[src/trp_pkg.sv]
// Shared types, constants and mode codes of the trajectory recorder.
`default_nettype none
package trp_pkg;

    // Keyframes per bank; the store holds two banks.
    localparam int MAX_KEYS    = 4096;
    localparam int IDX_W       = $clog2(MAX_KEYS);
    localparam int ADDR_W      = IDX_W + 1;
    localparam int DEPTH       = 2 * MAX_KEYS;
    localparam int CNT_W       = 13;
    localparam int MIN_GAP_US  = 33333;
    localparam int MIN_SPAN_US = 1000;

    // Shared divider widths.
    localparam int DIVD_W = 48;
    localparam int DIVS_W = 32;
    localparam int DCNT_W = $clog2(DIVD_W);

    typedef enum logic [2:0] {
        MODE_NEW_FRAME   = 3'd0,
        MODE_APPEND      = 3'd1,
        MODE_RESTART     = 3'd2,
        MODE_SAVE_BEST   = 3'd3,
        MODE_CLEAR       = 3'd4,
        MODE_PLAYBACK    = 3'd5,
        MODE_RESTART_MRK = 3'd6,
        MODE_UNUSED      = 3'd7
    } mode_t;

    // One stored keyframe.
    typedef struct packed {
        logic [15:0] heading;
        logic [31:0] z;
        logic [31:0] x;
        logic [31:0] tstamp;
    } key_t;

    // Divider request and response.
    typedef struct packed {
        logic              start;
        logic [DIVD_W-1:0] dividend;
        logic [DIVS_W-1:0] divisor;
    } div_req_t;

    typedef struct packed {
        logic              busy;
        logic              done;
        logic [DIVD_W-1:0] quotient;
        logic [DIVS_W-1:0] remainder;
    } div_rsp_t;

endpackage
`default_nettype wire

[src/trp_divider.sv]
// Unsigned restoring divider, one quotient bit per cycle.
`default_nettype none
module trp_divider (
    input  wire logic           clk,
    input  wire logic           rst_n,
    input  wire trp_pkg::div_req_t req,
    output trp_pkg::div_rsp_t   rsp
);

    logic                       busy_reg, busy_next;
    logic                       done_reg, done_next;
    logic [trp_pkg::DCNT_W-1:0] cnt_reg, cnt_next;
    logic [trp_pkg::DIVD_W-1:0] q_reg, q_next;
    logic [trp_pkg::DIVS_W-1:0] r_reg, r_next;
    logic [trp_pkg::DIVS_W-1:0] d_reg, d_next;
    logic [trp_pkg::DIVS_W:0]   shifted;
    logic                       ge;

    // One shift and trial subtract per cycle.
    always_comb
    begin
        shifted   = {r_reg, q_reg[trp_pkg::DIVD_W-1]};
        ge        = shifted >= {1'b0, d_reg};
        busy_next = busy_reg;
        done_next = 1'b0;
        cnt_next  = cnt_reg;
        q_next    = q_reg;
        r_next    = r_reg;
        d_next    = d_reg;
        if (req.start)
        begin
            busy_next = 1'b1;
            cnt_next  = trp_pkg::DCNT_W'(trp_pkg::DIVD_W - 1);
            q_next    = req.dividend;
            r_next    = '0;
            d_next    = req.divisor;
        end
        else if (busy_reg)
        begin
            r_next = ge ? trp_pkg::DIVS_W'(shifted - {1'b0, d_reg})
                        : shifted[trp_pkg::DIVS_W-1:0];
            q_next = {q_reg[trp_pkg::DIVD_W-2:0], ge};
            cnt_next = cnt_reg - 1'b1;
            if (cnt_reg == '0)
            begin
                busy_next = 1'b0;
                done_next = 1'b1;
            end
        end
    end

    always_ff @(posedge clk or negedge rst_n)
    begin
        if (!rst_n)
        begin
            busy_reg <= 1'b0;
            done_reg <= 1'b0;
            cnt_reg  <= '0;
        end
        else
        begin
            busy_reg <= busy_next;
            done_reg <= done_next;
            cnt_reg  <= cnt_next;
        end
    end

    always_ff @(posedge clk)
    begin
        q_reg <= q_next;
        r_reg <= r_next;
        d_reg <= d_next;
    end

    assign rsp.busy      = busy_reg;
    assign rsp.done      = done_reg;
    assign rsp.quotient  = q_reg;
    assign rsp.remainder = r_reg;

    // A result never appears while the unit still iterates.
    a_done_not_busy: assert property (@(posedge clk) disable iff (!rst_n)
        done_reg |-> !busy_reg)
        else $error("divider done while busy");

    // A start always leads into the busy phase.
    a_start_busy: assert property (@(posedge clk) disable iff (!rst_n)
        req.start |=> busy_reg)
        else $error("divider did not start");

    // The remainder stays below a nonzero divisor after completion.
    a_rem_bound: assert property (@(posedge clk) disable iff (!rst_n)
        (done_reg && d_reg != '0) |-> (r_reg < d_reg))
        else $error("divider remainder out of range");

endmodule
`default_nettype wire

[config.mk]
export PLATFORM = sky130hd
export DESIGN_NAME = trp_divider
export DESIGN_NICKNAME = d
export VERILOG_FILES = /design/src/trp_pkg.sv /design/src/trp_divider.sv
export SDC_FILE = /design/constraint.sdc
export NUM_CORES = 1
export LEC_CHECK = 0
export BUFFER_PORTS_ARGS = -buffer_cell sky130_fd_sc_hd__buf_2
export CAP_MARGIN = 20
export CORE_MARGIN = 1.5
export CORE_UTILIZATION = 28
export CTS_CLUSTER_SIZE = 16
export DETAILED_ROUTE_END_ITERATION = 7
export PLACE_DENSITY = 0.58
export SLEW_MARGIN = 25
export SYNTH_ARGS = -nofsm -noshare
export SYNTH_HDL_FRONTEND = slang
export SYNTH_SLANG_ARGS = --single-unit
[constraint.sdc]
create_clock -name clk -period 3.65 [get_ports clk]
set_clock_uncertainty 0.1 [all_clocks]
set_input_delay 0.365 -clock clk [delete_from_list [all_inputs] [get_ports clk]]
set_output_delay 0.365 -clock clk [all_outputs]
set_load 0.02 [all_outputs]
==> impl_results.md, run 1 <==
- Status: completed
- Die H: roughly 160 µm
- CTS buffer count: 17
- Count leader, synth: edfxtp_1
- Layout cell share with drive strength beyond 1: between 30% and 40%
- Max_slew headroom: 41.1%
- Max-slew violations: 0
- Util after Layout: a little over a third
- Starting Density: between 20 and 30%
- Setup TNS: 0 ps
- Nets: 946
- Core area: 24500 µm²
- Clock-pin slew on the worst setup and hold paths: about 60 ps
- Critical path startpoint category: flop
- Cell count after synthesis: approximately 660
- Power per cell area: around 730 nW/µm²
- Max-cap violations: 0
- Post-synth top area cell: edfxtp_1
- FF-to-FF Start: r_reg[1]
- Slew @ Worst Pin: just under 900 ps
- Worst hold-check path type: input port to flop
- Area grow syn2layout: 26.0%
- Clock Tree Root: clkbuf_16
- Crit-path max FO: 29
- RSZ-0062 raised after global routing: false
- Number of nets with antenna violations after routing: 0
- Pin count of the biggest net entering global routing: 60
- Die ar.: about 26000 µm²
- Yosys reg bits: 120
- Vias: approximately 5.6k
- Post-synth EDFFs: 80
- Yosys cell types: roughly 70
- Routability cong.: 0.851
- Wire length per cell: 16.0 µm
- CP Class: flop to flop
- CP max stage delay: 730 ps
- Placed Area: just over 8000 µm²
- Largest cells by area after synthesis: edfxtp_1 34%, dfxtp_1 9.1%, mux2_2 7.7%
- Minimum clock period: 3320 ps
- PostCTS Resize Cnt: 0
- Worst Hold End: d_reg[9]
- Largest register FFs: 48
- IR drop worst, VDD: between 0.3 and 0.4 mV
- Final Hold Vio Count: 0
- Clock latency on the worst-skew pair: ~430 ps
- Reg2reg end: r_reg[0]
- CP required: slightly below 4000 ps
- Iter 0 DRT Violations: ~330
- Post-route cell area: roughly 9000 µm²
- Synth top area share: about a third
- Vias in the first global route: between 5k and 6k
- Worst Reg2Reg Path Length in Cells: 9
- Post-DP HPWL: 14.0 mm
- H-tree Lvls: 4
- Cells along the critical path: ha_1 > a21oi_1 > a211o_1 > nand2_2 > a41o_2 > a21bo_4 > a31oi_4 > mux2_4 > a211oi_2
- Number of I/O port buffers: approximately 160
- Slowest CP cell: a31oi_4
- Worst Path Arrival: approximately 3600 ps
- Fin crit share: approximately nine tenths
- Clk sink count: 120
- TritonCTS clock tree: done
- Hold Startpoint: req[9]
- Rows: 57
- Initial antenna violation count: 2
- First-pass DRT Iterations: 4
- Longest Clk Path Bufs: 2
- Peak Freq: about 300 MHz
- Filler instances: roughly 2.5k
- Syn_nets: ~780
- Static Leak: 3.82 nW
- Final setup viols: 0
- CP endpoint kind: flop
- WHS Path Cells: 1
- First-pass GRT wire length: 30.4 mm
- Seq/Total Area, Yosys: between 40% and 50%
- Final wirelength: roughly 19 mm
- Die Wd: 162 µm
- Routed vias/inst: roughly 4.8
- R2R setup slack: approximately 330 ps
- Ys async rst share: 6.67%
- GRT Total Usage: 15.0%
- Main synth FF type: edfxtp_1
- Grt ovf: 0
- Commonest cells post-synth: 80 x edfxtp_1, 62 x nand2_1, 49 x nor2_1, 48 x mux2_2, 43 x inv_1
- DRC viols: 0
- IO Count: roughly 170
- Yosys synthesis warning count: 0
- Post-synthesis average cell area: roughly 11 µm²
- Post-Syn Area: 7040 µm²
layout by cell type (no fill, tap or decap), types with 7 or more instances in the layout:
master / n
buf_2: 163
edfxtp_1: 80
nand2_1: 62
nor2_1: 49
mux2_2: 48
inv_1: 42
a21oi_1: 37
ha_1: 34
dfxtp_1: 32
a311oi_2: 20
clkbuf_16: 17
xor2_1: 16
o21ai_0: 14
nor3_1: 13
xnor2_1: 13
buf_4: 13
dlygate4sd3_1: 12
a21o_1: 11
nand3_1: 10
nand2_2: 10
nand4_1: 9
o21bai_1: 9
nand2b_1: 9
dfrtp_1: 7
worst max-delay path, delay by kind of cell (launching register included):
family	cells	cell delay, ps
AOI/OAI and AO/OA	6	1980
muxes	1	360
DFF	1	340
adders and majority gates	1	360
and+or+nand+nor	1	80
repair_timing:
action	in CTS	in global routing
buffers inserted	0	0
hold endpoints to repair	13	6
hold buffers	6	6
layout make-up:
cell class	instances	area, µm²	share of cell area [%]
multi-input cells	458	3420	38.6
clock inverters	15	179	2.02
inverters	43	161	1.82
flip-flops and latches	120	3240	36.6
repair buffers	188	1030	11.6
diodes	1	2.50	0.0282
well taps	324	405	4.57
clock buffers	17	425	4.79
metrics by stage:
| stage | cells | setup WS (ps) | hold slack (ps) | power [mW] |
|---|---|---|---|---|
| final | 1166 | 333 | 17.3 | 6.44 |
| after global routing | 1165 | 145 | 0.113 | 6.88 |
| after CTS | 1159 | 269 | 0.120 | 6.52 |
| after detailed placement | 1121 | 291 | 123 | 4.73 |
| after global placement | 1121 | 335 | 123 | 4.71 |
| after floorplan | 658 | 813 | -30.6 | 4.05 |
how the worst max path moves through the flow:
stage | startpoint | slack, ps | to
finish | r_reg[1] | 330 | r_reg[0]
global route | d_reg[10] | 150 | r_reg[0]
CTS | r_reg[1] | 270 | r_reg[0]
detailed placement | r_reg[1] | 290 | r_reg[0]
global placement | r_reg[19] | 340 | r_reg[0]
floorplan | r_reg[19] | 810 | q_reg[0]
kinds of logic (layout without fill, tap and decap cells):
kind of cell / count (synthesis) / count (layout) / share of synthesized area [%]
AND/OR/NAND/NOR: 195 / 195 / 13.4
AO/OA/AOI/OAI: 147 / 147 / 17.0
flip-flops: 120 / 120 / 46.1
buffers and inverters: 80 / 263 / 5.35
multiplexers: 52 / 52 / 8.32
adder cells (fa/ha/maj): 35 / 35 / 6.33
XOR/XNOR: 29 / 29 / 3.61
other: 0 / 1 / 0
power breakdown:
group,internal (mW),switching [mW],leakage [nW],total [mW]
clock,1.04,0.714,0.299,1.75
combinational,1.11,1.68,2.36,2.78
sequential,1.71,0.203,1.17,1.91
total,3.85,2.59,3.82,6.44
layer usage:
layer / GRT usage (%) / vias to the layer above / wire [µm]
met1: 19.0 / 2650 / 8440
li1: - / 2754 / -
met3: 5.26 / 19 / 1460
met2: 23.5 / 198 / 8460
met5: 0 / - / 16
met4: 5.09 / 2 / 263
Power figures use the tool's default switching activity.
==> run 2, diff against run 1 <==
--- a/config.mk
+++ b/config.mk
@@ -8,10 +8,11 @@
 export BUFFER_PORTS_ARGS = -buffer_cell sky130_fd_sc_hd__buf_2
 export CAP_MARGIN = 20
 export CORE_MARGIN = 1.5
-export CORE_UTILIZATION = 28
+export CORE_UTILIZATION = 25
 export CTS_CLUSTER_SIZE = 16
 export DETAILED_ROUTE_END_ITERATION = 7
-export PLACE_DENSITY = 0.58
+export GPL_TIMING_DRIVEN = 0
+export PLACE_DENSITY = 0.54
 export SLEW_MARGIN = 25
 export SYNTH_ARGS = -nofsm -noshare
 export SYNTH_HDL_FRONTEND = slang
==> run 2 against run 1 <==
Sequential share of layout area down 1.0 points. Setup slack better by 120 ps. Global-route usage grew 0.096 points. Cell area up 2.8%. Hold slack better by 1.8 ps. Register-to-register slack improved by 120 ps. Utilization down 3.3 points.
==> impl_results.md, run 2 (synthesis results as in run 1) <==
- Fin crit share: 87.6% (-3.3 points)
- Sequential Power Share: 29.8% (about the same)
- Crit-path max FO: 29 (unchanged)
- Layout cell share with drive strength beyond 1: 35.1% (-0.78 points)
- Total power: 6.57 mW (+2.0%)
- Max-slew violations: 0 (unchanged)
- First-pass DRT Iterations: 4 (unchanged)
- H-tree Lvls: 4 (unchanged)
- Final setup viols: 0 (unchanged)
- TritonCTS clock tree: done
- IO Count: 165 (unchanged)
- CP max stage delay: 640 ps (-90 ps)
- Met3 wire len: 1.84 mm (+26%)
- Pin count of the biggest net entering global routing: 35 (-42%)
- Clock Tree Root: clkbuf_16
- Starting Density: 25.3% (-3.4 points)
- Post-DP HPWL: 16.1 mm (+16%)
- Final Hold Vio Count: 0 (unchanged)
- Nets: 979 (+3.5%)
- Placed Area: 8360 µm² (+2.6%)
- Post-CTS Hold Buffers: 19 (+13)
- Post-route setup slack: 452 ps (+119 ps)
- Clock latency on the worst-skew pair: 430 ps (about the same)
- DP Worst Slack: -8.60 ps (-299 ps)
- Die H: 171 µm (+5.7%)
- Wire length per cell: 16.9 µm (+5.9%)
- First-pass GRT wire length: 32.9 mm (+8.0%)
- Sw power: 2.66 mW (+2.7%)
- Worst Path Arrival: 3220 ps (-340 ps)
- R2R setup slack: 450 ps (+120 ps)
- Area grow syn2layout: 29.6%
- Final wirelength: 21.2 mm (+14%)
- Number of nets with antenna violations after routing: 0 (unchanged)
- CP endpoint kind: flop
- CTS buffer count: 17 (unchanged)
- Clock network power share: 25.6% (-1.6 points)
- PostCTS Resize Cnt: 0 (unchanged)
- Post-CTS setup buffer count: 0 (unchanged)
- Top Layer Used: met5
- Power per cell area: 720 nW/µm² (-0.83%)
- Static Leak: 3.90 nW (+1.9%)
- Max-cap violations: 0 (unchanged)
- Switching part of the total power: 40.5% (+0.27 points)
- Comb power frac: 44.5% (+1.3 points)
- Non-Filler Instances: 1253 (+7.5%)
- Most frequent cells in the layout: 174 x buf_2, 80 x edfxtp_1, 62 x nand2_1, 49 x nor2_1, 48 x mux2_2
- GRT Total Usage: 15.1% (+0.096 points)
- RSZ-0062 raised after global routing: false
- CP Class: flop to flop
- Vias: 5784 (+2.9%)
- WL met1: 9.32 mm (+10%)
- Worst hold-check path type: input port to flop
- Grt ovf: 0 (unchanged)
- Initial antenna violation count: 2 (unchanged)
- Slew @ Worst Pin: 891 ps (+7.02 ps)
- Longest Clk Path Bufs: 2 (unchanged)
- Clk sink count: 120 (unchanged)
- Commonest non-fill, non-tap cell in the layout: buf_2
- Min Hold Slack: 19.1 ps (+1.82 ps)
- Critical path startpoint category: flop
- Int Pwr: 3.91 mW (+1.5%)
- Post-route cell area: 9130 µm² (+2.8%)
- Clock-pin slew on the worst setup and hold paths: 60 ps (about the same)
- IR drop worst, VDD: 0.333 mV (+9.9%)
- Max_slew headroom: 40.6% (-0.47 points)
- Routed vias/inst: 4.62 (-4.3%)
- Vias in the first global route: 5921 (+3.8%)
- Peak Freq: 313 MHz (+3.7%)
- Core area: 27800 µm² (+13%)
- Number of I/O port buffers: 164 (unchanged)
- Cells along the critical path: clkbuf_1 > clkbuf_1 > buf_1 > nor2_1 > inv_2 > buf_12
- Iter 0 DRT Violations: 251 (-24%)
- Status: completed
- Metal2 WL: 9.80 mm (+16%)
- CP required: 3680 ps (-210 ps)
- DRC viols: 0 (unchanged)
- Rows: 61 (+7.0%)
- Die Wd: 171 µm (+5.7%)
- Largest register FFs: 48 (unchanged)
- Placed Cells: 1201 (+7.1%)
- Minimum clock period: 3200 ps (-119 ps)
- Routability cong.: 0.854 (+0.31%)
- Die ar.: 29200 µm² (+12%)
- Slowest CP cell: buf_1
- Most used cell along the critical path: clkbuf_1
-- run 2: changes by cell type in the layout (fill, tap and decap cells not counted), sizes merged --
cell and change:
buf +10, clkinv +3, clkbuf +18, dlygate4sd3 +7, inv -7, clkinvlp +2
-- run 2: worst max-delay path, delay by kind of cell, from the launching register on --
kind	cells	cell delay (ps)
flops	1	340
buf+inv	5	2230
simple gates	1	220
-- run 2: metal layers --
layer	track usage (%)	vias to the layer above
met3	5.55	20
met1	18.3	2730
met4	4.35	2
li1	-	2826
met2	24.9	206
met5	0	-
-- run 2: power by group through the flow --
stage / clock, mW / sequential [mW] / combinational, mW
final: 1.69 / 1.96 / 2.93
after global placement: 0 / 1.99 / 2.90
after CTS: 1.74 / 1.97 / 2.94
after detailed placement: 0 / 1.99 / 2.91
after global routing: 1.78 / 1.99 / 3.21
after floorplan: 0 / 2.15 / 1.90
-- run 2: area by class of cell --
class	count	area (µm²)
Antenna cell	1	2.50
Timing Repair Buffer	184	1030
Inverter	43	161
Multi-Input combinational cell	458	3420
Buffer	37	215
Fill cell	2919	18700
Clock buffer	19	433
Clock inverter	13	145
Tap cell	378	473
Sequential cell	120	3240
-- run 2: worst paths after layout --
kind	start	endpoint	depth (start not counted)
max	busy_reg	q_reg[41]	6
min	req[4]	d_reg[4]	1
max reg2reg	busy_reg	q_reg[41]	6
min reg2reg	cnt_reg[5]	cnt_reg[5]	2
max in group asynchronous	rst_n	busy_reg	2
min in group asynchronous	rst_n	cnt_reg[5]	2
-- run 2: through the flow --
stage / setup TNS, ps / utilization, %
after detailed placement: -192 / 30.1
after CTS: 0 / 32.8
after floorplan: 0 / -
after global routing: 0 / 32.8
final: 0 / 32.8
after global placement: -37080 / 30.0
